$ cat src/fathg_pkg.sv
// Shared types, constants and helper functions for the FLV audio tag header generator.
`timescale 1ns / 1ps

package fathg_pkg;

    // Configuration register indexes
    localparam logic [1:0] REG_CODEC = 2'd0;
    localparam logic [1:0] REG_RATE  = 2'd1;
    localparam logic [1:0] REG_CHAN  = 2'd2;

    localparam int LEN_W  = 13;
    localparam int SMP_W  = 13;
    localparam int RATE_W = 17;
    localparam int CHAN_W = 4;
    localparam int ST_W   = 48;
    localparam int TS_W   = 32;
    localparam int PTS_W  = 24;
    // sample_total * 1000 fits in 58 bits
    localparam int NUM_W  = ST_W + 10;
    localparam int CNT_W  = $clog2(NUM_W);
    localparam int IDX_W  = 5;

    localparam logic [RATE_W-1:0] RATE_RESET = RATE_W'(44100);
    localparam logic [CHAN_W-1:0] CHAN_RESET = CHAN_W'(2);

    // Byte positions inside one tag header
    localparam logic [IDX_W-1:0] IDX_FLAGS = IDX_W'(15);
    localparam logic [IDX_W-1:0] IDX_PKT   = IDX_W'(16);
    localparam logic [IDX_W-1:0] IDX_ASC0  = IDX_W'(17);
    localparam logic [IDX_W-1:0] IDX_ASC1  = IDX_W'(18);

    // Final byte position of each kind of tag
    localparam logic [IDX_W-1:0] LAST_MP3      = IDX_W'(15);
    localparam logic [IDX_W-1:0] LAST_AAC      = IDX_W'(16);
    localparam logic [IDX_W-1:0] LAST_CFG_BARE = IDX_W'(16);
    localparam logic [IDX_W-1:0] LAST_CFG_FULL = IDX_W'(18);

    localparam logic [7:0] TAG_TYPE_AUDIO = 8'h08;
    localparam logic [7:0] MP3_FLAGS_BASE = 8'h22;
    localparam logic [7:0] AAC_FLAGS      = 8'hAF;
    localparam logic [7:0] AAC_PKT_CFG    = 8'h00;
    localparam logic [7:0] AAC_PKT_RAW    = 8'h01;
    localparam logic [7:0] AAC_OBJ_LC     = 8'(2 << 3);

    // Command word from controller to datapath
    typedef struct packed {
        logic             accept;     // latch frame fields, advance sample total
        logic             emit;       // load one header byte into the output register
        logic             emit_cfg;   // byte belongs to the AAC config tag
        logic [IDX_W-1:0] emit_idx;   // byte position inside the tag
        logic             emit_last;  // final byte for this frame
        logic             tag_end;    // update previous tag size
        logic             ts_commit;  // take the new timestamp
    } t_cmd;

    // Status word from datapath to controller
    typedef struct packed {
        logic out_free;
        logic aac;
        logic rate_found;
        logic ts_busy;
    } t_sts;

    typedef struct packed {
        logic       found;
        logic [3:0] idx;
    } t_aac_rate;

    function automatic t_aac_rate aac_rate_lookup(input logic [RATE_W-1:0] rate);
        t_aac_rate r;
        r.found = 1'b1;
        unique case (rate)
            RATE_W'(96000): r.idx = 4'd0;
            RATE_W'(88200): r.idx = 4'd1;
            RATE_W'(64000): r.idx = 4'd2;
            RATE_W'(48000): r.idx = 4'd3;
            RATE_W'(44100): r.idx = 4'd4;
            RATE_W'(32000): r.idx = 4'd5;
            RATE_W'(24000): r.idx = 4'd6;
            RATE_W'(22050): r.idx = 4'd7;
            RATE_W'(16000): r.idx = 4'd8;
            RATE_W'(12000): r.idx = 4'd9;
            RATE_W'(11025): r.idx = 4'd10;
            RATE_W'(8000):  r.idx = 4'd11;
            RATE_W'(7350):  r.idx = 4'd12;
            default: begin
                r.found = 1'b0;
                r.idx   = 4'd0;
            end
        endcase
        return r;
    endfunction

    function automatic logic [1:0] mp3_rate_code(input logic [RATE_W-1:0] rate);
        logic [1:0] c;
        unique case (rate)
            RATE_W'(11025): c = 2'd1;
            RATE_W'(22050): c = 2'd2;
            default:        c = 2'd3;
        endcase
        return c;
    endfunction

endpackage

$ cat src/fathg_tsdiv.sv
// Timestamp unit: sample total times 1000, then bit-serial division by the sample rate.
`timescale 1ns / 1ps

module fathg_tsdiv
    import fathg_pkg::*;
(
    input  logic              i_clk,
    input  logic              i_rst_n,
    input  logic              i_start,
    input  logic [ST_W-1:0]   i_total,
    input  logic [RATE_W-1:0] i_rate,
    output logic              o_busy,
    output logic [TS_W-1:0]   o_quot
);

    typedef enum logic [3:0] {
        P_IDLE = 4'b0001,
        P_MUL1 = 4'b0010,
        P_MUL2 = 4'b0100,
        P_DIV  = 4'b1000
    } t_phase;

    t_phase               r_phase, n_phase;
    logic [ST_W-1:0]      r_total;
    logic [ST_W+4:0]      r_p24;
    logic [NUM_W-1:0]     r_num;
    logic [RATE_W-1:0]    r_rem;
    logic [RATE_W-1:0]    r_div;
    logic [CNT_W-1:0]     r_cnt;
    logic [TS_W-1:0]      r_quot;

    logic [RATE_W:0]      rem_sh;
    logic                 q_bit;
    logic [RATE_W:0]      rem_sub;

    assign rem_sh  = {r_rem, r_num[NUM_W-1]};
    assign q_bit   = (rem_sh >= {1'b0, r_div});
    assign rem_sub = rem_sh - {1'b0, r_div};

    always_comb begin
        n_phase = r_phase;
        unique case (r_phase)
            P_IDLE: if (i_start) n_phase = P_MUL1;
            P_MUL1: n_phase = P_MUL2;
            P_MUL2: n_phase = (r_div == '0) ? P_IDLE : P_DIV;
            P_DIV:  if (r_cnt == CNT_W'(NUM_W - 1)) n_phase = P_IDLE;
            default: n_phase = P_IDLE;
        endcase
    end

    always_ff @(posedge i_clk) begin
        if (!i_rst_n) begin
            r_phase <= P_IDLE;
            r_quot  <= '0;
        end else begin
            r_phase <= n_phase;
            if (r_phase == P_MUL2 && r_div == '0) begin
                r_quot <= '0;
            end else if (r_phase == P_DIV && r_cnt == CNT_W'(NUM_W - 1)) begin
                r_quot <= {r_num[TS_W-2:0], q_bit};
            end
        end
    end

    always_ff @(posedge i_clk) begin
        unique case (r_phase)
            P_IDLE: begin
                if (i_start) begin
                    r_total <= i_total;
                    r_div   <= i_rate;
                end
            end
            P_MUL1: r_p24 <= {1'b0, r_total, 4'b0} + {2'b0, r_total, 3'b0};
            P_MUL2: begin
                // x*1000 = x*1024 - x*24
                r_num <= {r_total, 10'b0} - {5'b0, r_p24};
                r_rem <= '0;
                r_cnt <= '0;
            end
            P_DIV: begin
                r_rem <= q_bit ? rem_sub[RATE_W-1:0] : rem_sh[RATE_W-1:0];
                r_num <= {r_num[NUM_W-2:0], q_bit};
                r_cnt <= r_cnt + CNT_W'(1);
            end
            default: ;
        endcase
    end

    assign o_busy = (r_phase != P_IDLE);
    assign o_quot = r_quot;

endmodule

$ cat src/fathg_dp.sv
// Datapath: configuration registers, stream state, header byte selection and output register.
`timescale 1ns / 1ps

module fathg_dp
    import fathg_pkg::*;
(
    input  logic              i_clk,
    input  logic              i_rst_n,
    input  logic              i_cfg_valid,
    input  logic [1:0]        i_cfg_index,
    input  logic [RATE_W-1:0] i_cfg_data,
    input  logic [31:0]       i_s_tdata,
    input  t_cmd              i_cmd,
    output t_sts              o_sts,
    output logic              o_m_tvalid,
    input  logic              i_m_tready,
    output logic [7:0]        o_m_tdata,
    output logic              o_m_tlast
);

    logic              r_codec;
    logic [RATE_W-1:0] r_rate;
    logic [CHAN_W-1:0] r_chan;
    logic [LEN_W-1:0]  r_len;
    logic [PTS_W-1:0]  r_prev;
    logic [ST_W-1:0]   r_total;
    logic [TS_W-1:0]   r_ts;
    logic              r_out_valid;
    logic [7:0]        r_out_data;
    logic              r_out_last;

    logic [ST_W-1:0]   total_next;
    logic              ts_busy;
    logic [TS_W-1:0]   ts_quot;
    t_aac_rate         aac_rate;
    logic [7:0]        mp3_flags;
    logic [PTS_W-1:0]  data_size;
    logic [LEN_W:0]    len_p1;
    logic [LEN_W:0]    len_p2;
    logic [LEN_W:0]    len_p12;
    logic [LEN_W:0]    len_p13;
    logic [7:0]        byte_sel;
    logic              out_free;

    assign total_next = r_total + ST_W'(i_s_tdata[LEN_W+SMP_W-1:LEN_W]);

    fathg_tsdiv u_tsdiv (
        .i_clk   (i_clk),
        .i_rst_n (i_rst_n),
        .i_start (i_cmd.accept),
        .i_total (total_next),
        .i_rate  (r_rate),
        .o_busy  (ts_busy),
        .o_quot  (ts_quot)
    );

    assign aac_rate  = aac_rate_lookup(r_rate);
    assign mp3_flags = MP3_FLAGS_BASE | {4'b0, mp3_rate_code(r_rate), 2'b0}
                       | {7'b0, (r_chan == CHAN_W'(2))};
    assign len_p1  = {1'b0, r_len} + (LEN_W+1)'(1);
    assign len_p2  = {1'b0, r_len} + (LEN_W+1)'(2);
    assign len_p12 = {1'b0, r_len} + (LEN_W+1)'(12);
    assign len_p13 = {1'b0, r_len} + (LEN_W+1)'(13);

    always_comb begin
        if (i_cmd.emit_cfg) begin
            data_size = aac_rate.found ? PTS_W'(4) : PTS_W'(2);
        end else if (r_codec) begin
            data_size = PTS_W'(len_p2);
        end else begin
            data_size = PTS_W'(len_p1);
        end
    end

    always_comb begin
        case (i_cmd.emit_idx)
            IDX_W'(1):  byte_sel = r_prev[23:16];
            IDX_W'(2):  byte_sel = r_prev[15:8];
            IDX_W'(3):  byte_sel = r_prev[7:0];
            IDX_W'(4):  byte_sel = TAG_TYPE_AUDIO;
            IDX_W'(5):  byte_sel = data_size[23:16];
            IDX_W'(6):  byte_sel = data_size[15:8];
            IDX_W'(7):  byte_sel = data_size[7:0];
            IDX_W'(8):  byte_sel = r_ts[23:16];
            IDX_W'(9):  byte_sel = r_ts[15:8];
            IDX_W'(10): byte_sel = r_ts[7:0];
            IDX_W'(11): byte_sel = r_ts[31:24];
            IDX_FLAGS:  byte_sel = (r_codec || i_cmd.emit_cfg) ? AAC_FLAGS : mp3_flags;
            IDX_PKT:    byte_sel = i_cmd.emit_cfg ? AAC_PKT_CFG : AAC_PKT_RAW;
            IDX_ASC0:   byte_sel = AAC_OBJ_LC | {5'b0, aac_rate.idx[3:1]};
            IDX_ASC1:   byte_sel = {aac_rate.idx[0], r_chan, 3'b0};
            default:    byte_sel = 8'h00;
        endcase
    end

    assign out_free = !r_out_valid || i_m_tready;

    always_ff @(posedge i_clk) begin
        if (!i_rst_n) begin
            r_codec     <= 1'b0;
            r_rate      <= RATE_RESET;
            r_chan      <= CHAN_RESET;
            r_prev      <= '0;
            r_total     <= '0;
            r_ts        <= '0;
            r_out_valid <= 1'b0;
        end else begin
            if (i_cfg_valid) begin
                unique case (i_cfg_index)
                    REG_CODEC: r_codec <= i_cfg_data[0];
                    REG_RATE:  r_rate  <= i_cfg_data;
                    REG_CHAN:  r_chan  <= i_cfg_data[CHAN_W-1:0];
                    default: ;
                endcase
            end
            if (i_cmd.accept) begin
                r_total <= total_next;
            end
            if (i_cmd.tag_end) begin
                if (i_cmd.emit_cfg) begin
                    r_prev <= aac_rate.found ? PTS_W'(15) : PTS_W'(13);
                end else begin
                    r_prev <= r_codec ? PTS_W'(len_p13) : PTS_W'(len_p12);
                end
            end
            if (i_cmd.ts_commit) begin
                r_ts <= ts_quot;
            end
            if (i_cmd.emit) begin
                r_out_valid <= 1'b1;
            end else if (i_m_tready) begin
                r_out_valid <= 1'b0;
            end
        end
    end

    always_ff @(posedge i_clk) begin
        if (i_cmd.accept) begin
            r_len <= i_s_tdata[LEN_W-1:0];
        end
        if (i_cmd.emit) begin
            r_out_data <= byte_sel;
            r_out_last <= i_cmd.emit_last;
        end
    end

    assign o_sts.out_free   = out_free;
    assign o_sts.aac        = r_codec;
    assign o_sts.rate_found = aac_rate.found;
    assign o_sts.ts_busy    = ts_busy;

    assign o_m_tvalid = r_out_valid;
    assign o_m_tdata  = r_out_data;
    assign o_m_tlast  = r_out_last;

endmodule

$ cat src/fathg_ctrl.sv
// Controller: frame acceptance, tag sequencing and byte position counter.
`timescale 1ns / 1ps

module fathg_ctrl
    import fathg_pkg::*;
(
    input  logic i_clk,
    input  logic i_rst_n,
    input  logic i_s_tvalid,
    output logic o_s_tready,
    input  t_sts i_sts,
    output t_cmd o_cmd
);

    typedef enum logic [3:0] {
        S_IDLE = 4'b0001,
        S_CFG  = 4'b0010,
        S_FRM  = 4'b0100,
        S_WAIT = 4'b1000
    } t_state;

    t_state           r_state, n_state;
    logic [IDX_W-1:0] r_idx, n_idx;
    logic             r_cfg_sent, n_cfg_sent;
    logic [IDX_W-1:0] cfg_last;
    logic [IDX_W-1:0] frm_last;

    assign cfg_last = i_sts.rate_found ? LAST_CFG_FULL : LAST_CFG_BARE;
    assign frm_last = i_sts.aac ? LAST_AAC : LAST_MP3;

    always_comb begin
        n_state    = r_state;
        n_idx      = r_idx;
        n_cfg_sent = r_cfg_sent;
        o_cmd      = '0;
        o_cmd.emit_idx = r_idx;
        unique case (r_state)
            S_IDLE: begin
                if (i_s_tvalid) begin
                    o_cmd.accept = 1'b1;
                    n_idx        = '0;
                    n_state      = (i_sts.aac && !r_cfg_sent) ? S_CFG : S_FRM;
                end
            end
            S_CFG: begin
                o_cmd.emit_cfg = 1'b1;
                if (i_sts.out_free) begin
                    o_cmd.emit = 1'b1;
                    if (r_idx == cfg_last) begin
                        o_cmd.tag_end = 1'b1;
                        n_cfg_sent    = 1'b1;
                        n_idx         = '0;
                        n_state       = S_FRM;
                    end else begin
                        n_idx = r_idx + IDX_W'(1);
                    end
                end
            end
            S_FRM: begin
                if (i_sts.out_free) begin
                    o_cmd.emit = 1'b1;
                    if (r_idx == frm_last) begin
                        o_cmd.tag_end   = 1'b1;
                        o_cmd.emit_last = 1'b1;
                        n_state         = S_WAIT;
                    end else begin
                        n_idx = r_idx + IDX_W'(1);
                    end
                end
            end
            S_WAIT: begin
                if (!i_sts.ts_busy) begin
                    o_cmd.ts_commit = 1'b1;
                    n_state         = S_IDLE;
                end
            end
            default: n_state = S_IDLE;
        endcase
    end

    always_ff @(posedge i_clk) begin
        if (!i_rst_n) begin
            r_state    <= S_IDLE;
            r_idx      <= '0;
            r_cfg_sent <= 1'b0;
        end else begin
            r_state    <= n_state;
            r_idx      <= n_idx;
            r_cfg_sent <= n_cfg_sent;
        end
    end

    assign o_s_tready = (r_state == S_IDLE);

    a_emit_free: assert property (@(posedge i_clk) disable iff (!i_rst_n)
        o_cmd.emit |-> i_sts.out_free)
        else $error("byte loaded into a full output register");

    a_accept_next: assert property (@(posedge i_clk) disable iff (!i_rst_n)
        o_cmd.accept |=> (r_state == S_CFG || r_state == S_FRM))
        else $error("accepted frame did not start a tag");

    a_commit_done: assert property (@(posedge i_clk) disable iff (!i_rst_n)
        o_cmd.ts_commit |-> !i_sts.ts_busy)
        else $error("timestamp taken while divider busy");

    a_cfg_once: assert property (@(posedge i_clk) disable iff (!i_rst_n)
        $rose(r_cfg_sent) |-> $past(r_state == S_CFG))
        else $error("config flag set outside config tag");

endmodule

$ cat src/flv_audio_tag_header_generator_core.sv
// Top level of the FLV audio tag header generator.
`timescale 1ns / 1ps

// Usage:
//   Input stream (i_s_*): one word per compressed audio frame, carrying its payload
//   length and sample count. Output stream (o_m_*): the FLV tag header bytes that
//   precede the frame, one byte per word, tlast on the final byte for the frame.
//   MP3 frames give 16 bytes; AAC frames give 17, and the first AAC frame after
//   reset is preceded by a 17- or 19-byte config tag.
//   Configuration channel (i_cfg_*): codec select, sample rate, channel count;
//   write only while no frame is in flight.
//   The first header byte is loaded into the output register from the config or frame
//   state that follows acceptance. A new frame is accepted only once the bit-serial
//   timestamp divider (2 multiply steps + 58 division steps) has finished, since the
//   next frame's timestamp must be known before its header starts.
//   A receiver stall holds the output register and pauses byte sequencing;
//   the divider keeps running, so stalls cost nothing as long as the header still
//   ends before the divider does (less room in the frame that brings the config tag).
//   Reset (synchronous, active low) restores the default configuration
//   (MP3, 44100 Hz, 2 channels), clears previous tag size, sample total,
//   timestamp and the config-sent flag, and empties the output register.

module flv_audio_tag_header_generator_core
    import fathg_pkg::*;
(
    input  logic              i_clk,
    input  logic              i_rst_n,
    // Frame input words
    input  logic              i_s_tvalid,
    output logic              o_s_tready,
    input  logic [31:0]       i_s_tdata,    // [12:0] frame_length, [25:13] frame_samples
    // Header byte output words
    output logic              o_m_tvalid,
    input  logic              i_m_tready,
    output logic [7:0]        o_m_tdata,    // [7:0] header_byte
    output logic              o_m_tlast,    // last_byte
    // Configuration writes
    input  logic              i_cfg_valid,
    output logic              o_cfg_ready,
    input  logic [1:0]        i_cfg_index,
    input  logic [RATE_W-1:0] i_cfg_data
);

    t_cmd cmd;
    t_sts sts;

    // Configuration writes are registered directly; always take them.
    assign o_cfg_ready = 1'b1;

    fathg_ctrl u_ctrl (
        .i_clk      (i_clk),
        .i_rst_n    (i_rst_n),
        .i_s_tvalid (i_s_tvalid),
        .o_s_tready (o_s_tready),
        .i_sts      (sts),
        .o_cmd      (cmd)
    );

    fathg_dp u_dp (
        .i_clk       (i_clk),
        .i_rst_n     (i_rst_n),
        .i_cfg_valid (i_cfg_valid),
        .i_cfg_index (i_cfg_index),
        .i_cfg_data  (i_cfg_data),
        .i_s_tdata   (i_s_tdata),
        .i_cmd       (cmd),
        .o_sts       (sts),
        .o_m_tvalid  (o_m_tvalid),
        .i_m_tready  (i_m_tready),
        .o_m_tdata   (o_m_tdata),
        .o_m_tlast   (o_m_tlast)
    );

endmodule
$ cat config.mk
export PLATFORM = sky130hd
export DESIGN_NAME = flv_audio_tag_header_generator_core
export DESIGN_NICKNAME = d
export VERILOG_FILES = /design/src/fathg_pkg.sv /design/src/fathg_tsdiv.sv /design/src/fathg_dp.sv /design/src/fathg_ctrl.sv /design/src/flv_audio_tag_header_generator_core.sv
export SDC_FILE = /design/constraint.sdc
export NUM_CORES = 1
export LEC_CHECK = 0
export BUFFER_PORTS_ARGS = -buffer_cell sky130_fd_sc_hd__buf_2
export CAP_MARGIN = 20
export CORE_AREA = 8 8 200 202
export DETAILED_ROUTE_END_ITERATION = 8
export DIE_AREA = 0 0 208 210
export PLACE_DENSITY = 0.84
export SYNTH_ARGS = -nofsm -noshare
export SYNTH_HDL_FRONTEND = slang
export SYNTH_SLANG_ARGS = --single-unit
$ cat constraint.sdc
create_clock -name i_clk -period 16.7 [get_ports i_clk]
set_input_delay 1.67 -clock i_clk [delete_from_list [all_inputs] [get_ports i_clk]]
set_output_delay 1.67 -clock i_clk [all_outputs]
set_load 0.02 [all_outputs]
==> key figures, run 1 <==
Timing
  • Hold WS: 0.458 ns
  • Slew Viols, Final: 0
  • Final hold vios: 0
  • Worst setup margin: 12.41 ns
  • Final worst path period share: 0.257
  • # setup viols final: 0
  • Setup Skew: 0.0155 ns
  • Tmin final: 4.29 ns
  • Total negative slack: 0 ns
  • RSZ-0062 raised after global routing: no
  • Slew Limit Headroom: 0.280
  • Fmax: 233 MHz
  • Worst-Margin Slew: 1.08 ns

Clock tree
  • Clock sinks: 381
  • CTS root buf: clkbuf_16
  • TritonCTS clock tree: yes
  • Postcts setup bufs: 0
  • CTS H-tree depth: 2
  • Inserted Clock Buffers: 41
  • Post-CTS Resized: 0
  • Clock slew at reported path FFs: 0.06 ns
  • Max Buffers Root-to-Sink: 3
  • Hold buffers post-CTS: 0
  • Latest clock arrival within the worst-skew pair: 0.56 ns

Floorplan
  • Initial Util: 0.616
  • Core footprint: 37000 um2
  • Die extent in x: 208 um
  • Die Footprint: 43700 um2
  • Row count: 71
  • Chip height: 210 um
  • Ports: 68

Finish
  • Fin util: 0.676
  • Fin cells: 2996
  • Nets@finish: 2688
  • P&R area growth vs syn: 9.79%
  • Total of fill cells in the finished design: 2821
  • Final Cell Area: 25000 um2
  • Diodes inserted: 0
  • Share of cells above drive strength 1: 0.0769

Synthesis
  • Adder-Cell Fraction of Synth Area: 0.0796
  • Syn Inst Count: 2463
  • Area contributors post-synth: edfxtp_1 29%, dfxtp_1 14%, ha_1 7.7%
  • Post-synthesis sequential area ratio: 0.431
  • Post-synth EDFFs: 218
  • Async set or reset register ratio after synthesis: 0
  • Cell taking the most area after synthesis: edfxtp_1
  • Synth Cell Area: 22800 um2
  • Mean Syn Cell Area: 9.24 um2
  • Cell variety after synth: 97
  • Synth Warn #: 0
  • Mux cell area share after synthesis: 0.0111
  • Simple-gate share of the synthesized area: 0.194
  • Top cells by count, synth: 366 x nand2_1, 218 x edfxtp_1, 176 x a21oi_1
  • Top_reg_cell synth: edfxtp_1
  • Largest family of logic cells by synthesized area: simple AND/OR/NAND/NOR gates
  • Syn nets: 2662
  • Post-Synth XOR/XNOR Area: 0.0808
  • Top cell type's share of synthesized area: 0.288
  • Synth Register Bits: 381
  • Post-synthesis compound-gate area fraction: 0.167
  • Most numerous cell in the Yosys netlist: nand2_1

Power
  • Final Power: 3.45 mW
  • Pleak: 9.93 nW
  • PwrDens: 138 nW/um2
  • VDD IR max: 0.110 mV

Routing
  • Initial DRC Count: 1373
  • DRC viols: 0
  • Drt wl/cell: 17.4 um
  • First-pass detailed-route iteration total: 8
  • Vias: 18000
  • ANT nets after route: 0
  • DR vias/cell: 6.00
  • Routed wire length: 52000 um

Placement
  • DP Worst Slack: 11.92 ns
  • I/O Buffers: 60
  • Post-Place Cell Area: 23400 um2
  • Dpl hpwl: 37700 um
  • Inst Count DP: 2917
  • Routability cong.: 0.914

Global routing
  • Met2 usage: 0.413
  • Met1 Use GR: 0.284
  • Remaining global-route overflow: 0
  • Number of global-route vias before repair: 17800
  • Largest net degree at the start of global routing: 135
  • First-pass GRT wire length: 86500 um
  • GR peak layer: met2
  • Global-route usage over all layers: 0.234
  • Met3 Track Usage GR: 0.0333
  • Antenna violations before repair: 0

Worst setup path
  • Crit Path Class: in2reg
  • Max FO, Critical Path: 14
  • Crit. End Element: register
  • Arrival time at the worst endpoint: 4.59 ns
  • Critical Path Source Type: input port
  • CP required: 16.99 ns

Status
  • Outcome: completed

Flow run
  • MaxCap Viol Count: 0

Worst hold path
  • Worst min-delay path class: reg2reg
[report_power, final]
| part | total (mW) | internal [mW] | switching (mW) | leakage (nW) |
|---|---|---|---|---|
| combinational | 1.20 | 0.494 | 0.708 | 5.88 |
| clock | 0.985 | 0.601 | 0.385 | 0.731 |
| sequential | 1.26 | 1.18 | 0.0820 | 3.31 |
| total | 3.45 | 2.27 | 1.17 | 9.93 |
[layout by cell type, fill, tap and decap left out, types with 31 or more instances in the layout]
cell / n
nand2_1: 366
nor3_1: 44
buf_2: 59
nor2b_1: 31
dfxtp_1: 163
nand3_1: 69
a21boi_0: 56
and3_1: 31
nor2_1: 169
o21ai_0: 61
xor2_1: 74
inv_1: 121
a21o_1: 68
and2_1: 46
edfxtp_1: 218
ha_1: 140
a21oi_1: 176
clkbuf_16: 46
xnor2_1: 136
nand4_1: 43
[cell families after synthesis]
logic type	after synthesis
and+or+nand+nor	918
buffers and inverters	216
other	1
adders and majority gates	143
xor gates and xnor gates	210
AOI/OAI and AO/OA	569
DFF	381
muxes	25
[critical path, stage by stage]
cell and delay [ns]:
buf_2 0.08, ha_1 0.16, inv_1 0.05, fa_1 0.40, nor2b_1 0.12, o21ai_0 0.11, a21boi_0 0.26, o21ai_1 0.15
a211oi_1 0.33, o21ai_1 0.19, a21o_1 0.39, nor4_1 0.53, xnor2_1 0.11
[state kept, by name, summed over array words and instances, names as in the netlist, 5 cells and up]
| name | flops |
|---|---|
| u_dp.o_m_tdata | 8 |
| u_dp.r_rate | 17 |
| u_dp.u_tsdiv.r_num | 58 |
| u_dp.u_tsdiv.r_div | 17 |
| u_dp.u_tsdiv.r_cnt | 6 |
| u_dp.u_tsdiv.o_quot | 32 |
| u_dp.r_len | 13 |
| u_dp.r_total | 48 |
| u_dp.u_tsdiv.r_p24 | 50 |
| u_ctrl.r_idx | 5 |
| u_dp.u_tsdiv.r_total | 48 |
| u_dp.r_ts | 32 |
| u_dp.r_prev | 14 |
| u_dp.u_tsdiv.r_rem | 17 |
[metal layers]
metal | share of wire | vias up
li1 | - | 8860
met1 | 0.42 | 8512
met2 | 0.50 | 481
met3 | 0.047 | 111
met4 | 0.036 | 0
met5 | 0 | -
[layout make-up]
type,instances,area (um2),share of cell area
Multi-Input combinational cell,1866,12200,0.487
Sequential cell,381,9810,0.392
Clock buffer,55,1230,0.0494
Tap cell,474,593,0.0237
Timing Repair Buffer,77,485,0.0194
Inverter,122,458,0.0183
Clock inverter,21,253,0.0101
[worst paths after layout]
check,start,endpoint,slack [ns],depth (start not counted)
max,i_s_tdata[13],u_dp.u_tsdiv.r_total[44]$_DFFE_PP_,12.41,13
min,u_dp.u_tsdiv.o_quot[24]$_SDFFE_PP0P_,u_dp.u_tsdiv.o_quot[24]$_SDFFE_PP0P_,0.46,2
max reg2reg,u_dp.u_tsdiv.r_total[0]$_DFFE_PP_,u_dp.u_tsdiv.r_num[57]$_DFFE_PP_,12.95,11
min reg2reg,u_dp.u_tsdiv.o_quot[24]$_SDFFE_PP0P_,u_dp.u_tsdiv.o_quot[24]$_SDFFE_PP0P_,0.46,2
No activity file was read; power rests on OpenSTA's default activity.
==> run 2: changes to the inputs <==
==> constraint.sdc (replaced) <==
create_clock -name i_clk -period 4 [get_ports i_clk]
set_input_delay 0.4 -clock i_clk [delete_from_list [all_inputs] [get_ports i_clk]]
set_output_delay 0.4 -clock i_clk [all_outputs]
set_load 0.02 [all_outputs]
==> key figures, run 2 (synthesis results as in run 1) <==
Status
  • Outcome: completed

Placement
  • Routability cong.: 0.939
  • I/O Buffers: 60
  • Dpl hpwl: 38600 um
  • Inst Count DP: 2924
  • DP Worst Slack: 0.399 ns

Worst setup path
  • Cell family with most CP delay: compound AO/OA/AOI/OAI gates
  • CP required: 4.29 ns
  • Arrival time at the worst endpoint: 3.94 ns
  • Worst reg2reg path depth: 11
  • Max FO, Critical Path: 4
  • Crit. End Element: register
  • CP max stage cell: edfxtp_1
  • Buf+Inv Stages, Crit Path: 0
  • CP cell instances: ha_1 > a211o_1 > a21oi_1 > a21oi_1 > o21ai_1 > o31ai_1 > a31oi_1 > o21ai_1 > a211oi_1 > o21bai_1 > xor2_1
  • Stages on worst setup path: 11
  • Critical Path Source Type: register
  • Crit Path Class: reg2reg
  • Crit-path max cell delay: 0.45 ns

Power
  • Sequential share of power: 0.366
  • Switching power: 4.85 mW
  • Net Sw Frac: 0.338
  • VDD IR max: 0.400 mV
  • Gate power share: 0.351
  • Clk pwr share: 0.283
  • PwrDens: 573 nW/um2
  • Cell internal pwr: 9.49 mW
  • Final Power: 14.3 mW
  • Pleak: 9.95 nW

Finish
  • Total of fill cells in the finished design: 2870
  • P&R area growth vs syn: 9.89%
  • Most common cell after layout, fill and taps aside: nand2_1
  • Share of cells above drive strength 1: 0.0771
  • Max reg flops: 58
  • Nets@finish: 2694
  • Diodes inserted: 0
  • Top reg by flops: u_dp.u_tsdiv.r_num
  • Top flop regs: u_dp.u_tsdiv.r_num (58), u_dp.u_tsdiv.r_p24 (50)
  • Most frequent cells in the layout: 366 x nand2_1, 218 x edfxtp_1, 176 x a21oi_1
  • Reg area: 9810 um2
  • Fin util: 0.677
  • Fin cells: 3002
  • Multi-input logic area: 12200 um2

Timing
  • Setup Skew: 0.0159 ns
  • Final worst path period share: 0.913
  • Slew Limit Headroom: 0.404
  • Worst-Margin Slew: 0.894 ns
  • Tmin final: 3.65 ns
  • # setup viols final: 0
  • RSZ-0062 raised after global routing: no
  • Final hold vios: 0
  • Worst setup margin: 0.348 ns
  • Slew Viols, Final: 0
  • Fmax: 274 MHz

Routing
  • Drt wl/cell: 17.4 um
  • First-pass detailed-route iteration total: 9
  • Vias: 18100
  • DRC viols: 0
  • DR vias/cell: 6.02
  • Initial DRC Count: 1410
  • Routed wire length: 52300 um
  • ANT nets after route: 0

Clock tree
  • Clock sinks: 381
  • TritonCTS clock tree: yes
  • Latest clock arrival within the worst-skew pair: 0.55 ns
  • Inserted Clock Buffers: 41
  • CTS root buf: clkbuf_16
  • Post-CTS Resized: 0
  • Postcts setup bufs: 0
  • CTS H-tree depth: 2
  • Hold buffers post-CTS: 0
  • Max Buffers Root-to-Sink: 3
  • Clock slew at reported path FFs: 0.06 ns

Global routing
  • Antenna violations before repair: 0
  • Remaining global-route overflow: 0
  • Number of global-route vias before repair: 17600
  • First-pass GRT wire length: 86200 um
  • Global-route usage over all layers: 0.233
  • Largest net degree at the start of global routing: 80

Flow run
  • MaxCap Viol Count: 0

Floorplan
  • Die Footprint: 43700 um2
  • Ports: 68
  • Initial Util: 0.616
  • Core footprint: 37000 um2
  • Chip height: 210 um
  • Row count: 71
  • Die extent in x: 208 um

Worst hold path
  • Worst min-delay path class: in2reg
  • Hold path depth: 1
run 2: cell count changes in the layout (fill, tap and decap cells not counted), sizes merged:
cell           delta
buf               +7
clkbuf            +3
clkinvlp          -2
inv               -2
clkdlybuf4s18     -1
clkinv            +1
run 2: power by group through the flow:
stage                     Clock [mW]  Combinational, mW  Sequential (mW)
final                           4.05               5.03             5.25
after CTS                       4.12               4.99             5.25
after floorplan                    0               3.88             5.25
after global placement             0               4.75             5.31
after detailed placement           0               4.95             5.33
after global routing            4.26               5.60             5.30
run 2: cell type report:
cell class	count	area share
inverter	122	0.0183
multi-input combinational	1866	0.486
sequential	381	0.392
clock inverter	18	0.00845
timing repair buffer	83	0.0211
clock buffer	58	0.0502
tap	474	0.0237
run 2: worst register-to-register path: stages (launching register included):
cell and delay, ns:
edfxtp_1 0.45, ha_1 0.35, a211o_1 0.29, a21oi_1 0.28
a21oi_1 0.18, o21ai_1 0.37, o31ai_1 0.23, a31oi_1 0.45
o21ai_1 0.24, a211oi_1 0.31, o21bai_1 0.12, xor2_1 0.14
run 2: metrics by stage:
step	setup TNS (ns)	cell area (um2)	hold slack, ns
global route	0	25000	0.0187
floorplan	-328.33	22800	0.406
CTS	0	25000	0.0117
global placement	0	23500	0.438
detailed placement	0	23500	0.445
finish	0	25000	0.0375
run 2: worst paths after layout:
| kind | from | to | slack, ns |
|---|---|---|---|
| setup / recovery | u_dp.u_tsdiv.r_total[1]$_DFFE_PP_ | u_dp.u_tsdiv.r_p24[51]$_DFFE_PN_ | 0.35 |
| hold / removal | i_s_tdata[4] | u_dp.r_len[4]$_DFFE_PP_ | 0.04 |
| hold reg to reg | u_dp.r_prev[9]$_SDFFE_PN0P_ | u_dp.r_prev[9]$_SDFFE_PN0P_ | 0.45 |
| setup reg to reg | u_dp.u_tsdiv.r_total[1]$_DFFE_PP_ | u_dp.u_tsdiv.r_p24[51]$_DFFE_PN_ | 0.35 |
run 2: layer usage:
metal | share of wire | track usage | wire (um) | vias to the layer above
met5 | 0 | 0 | 0 | -
met4 | 0.033 | 0.0908 | 1730 | 0
met3 | 0.049 | 0.0273 | 2580 | 127
met2 | 0.50 | 0.418 | 26000 | 515
met1 | 0.42 | 0.286 | 22000 | 8573
li1 | - | - | - | 8869
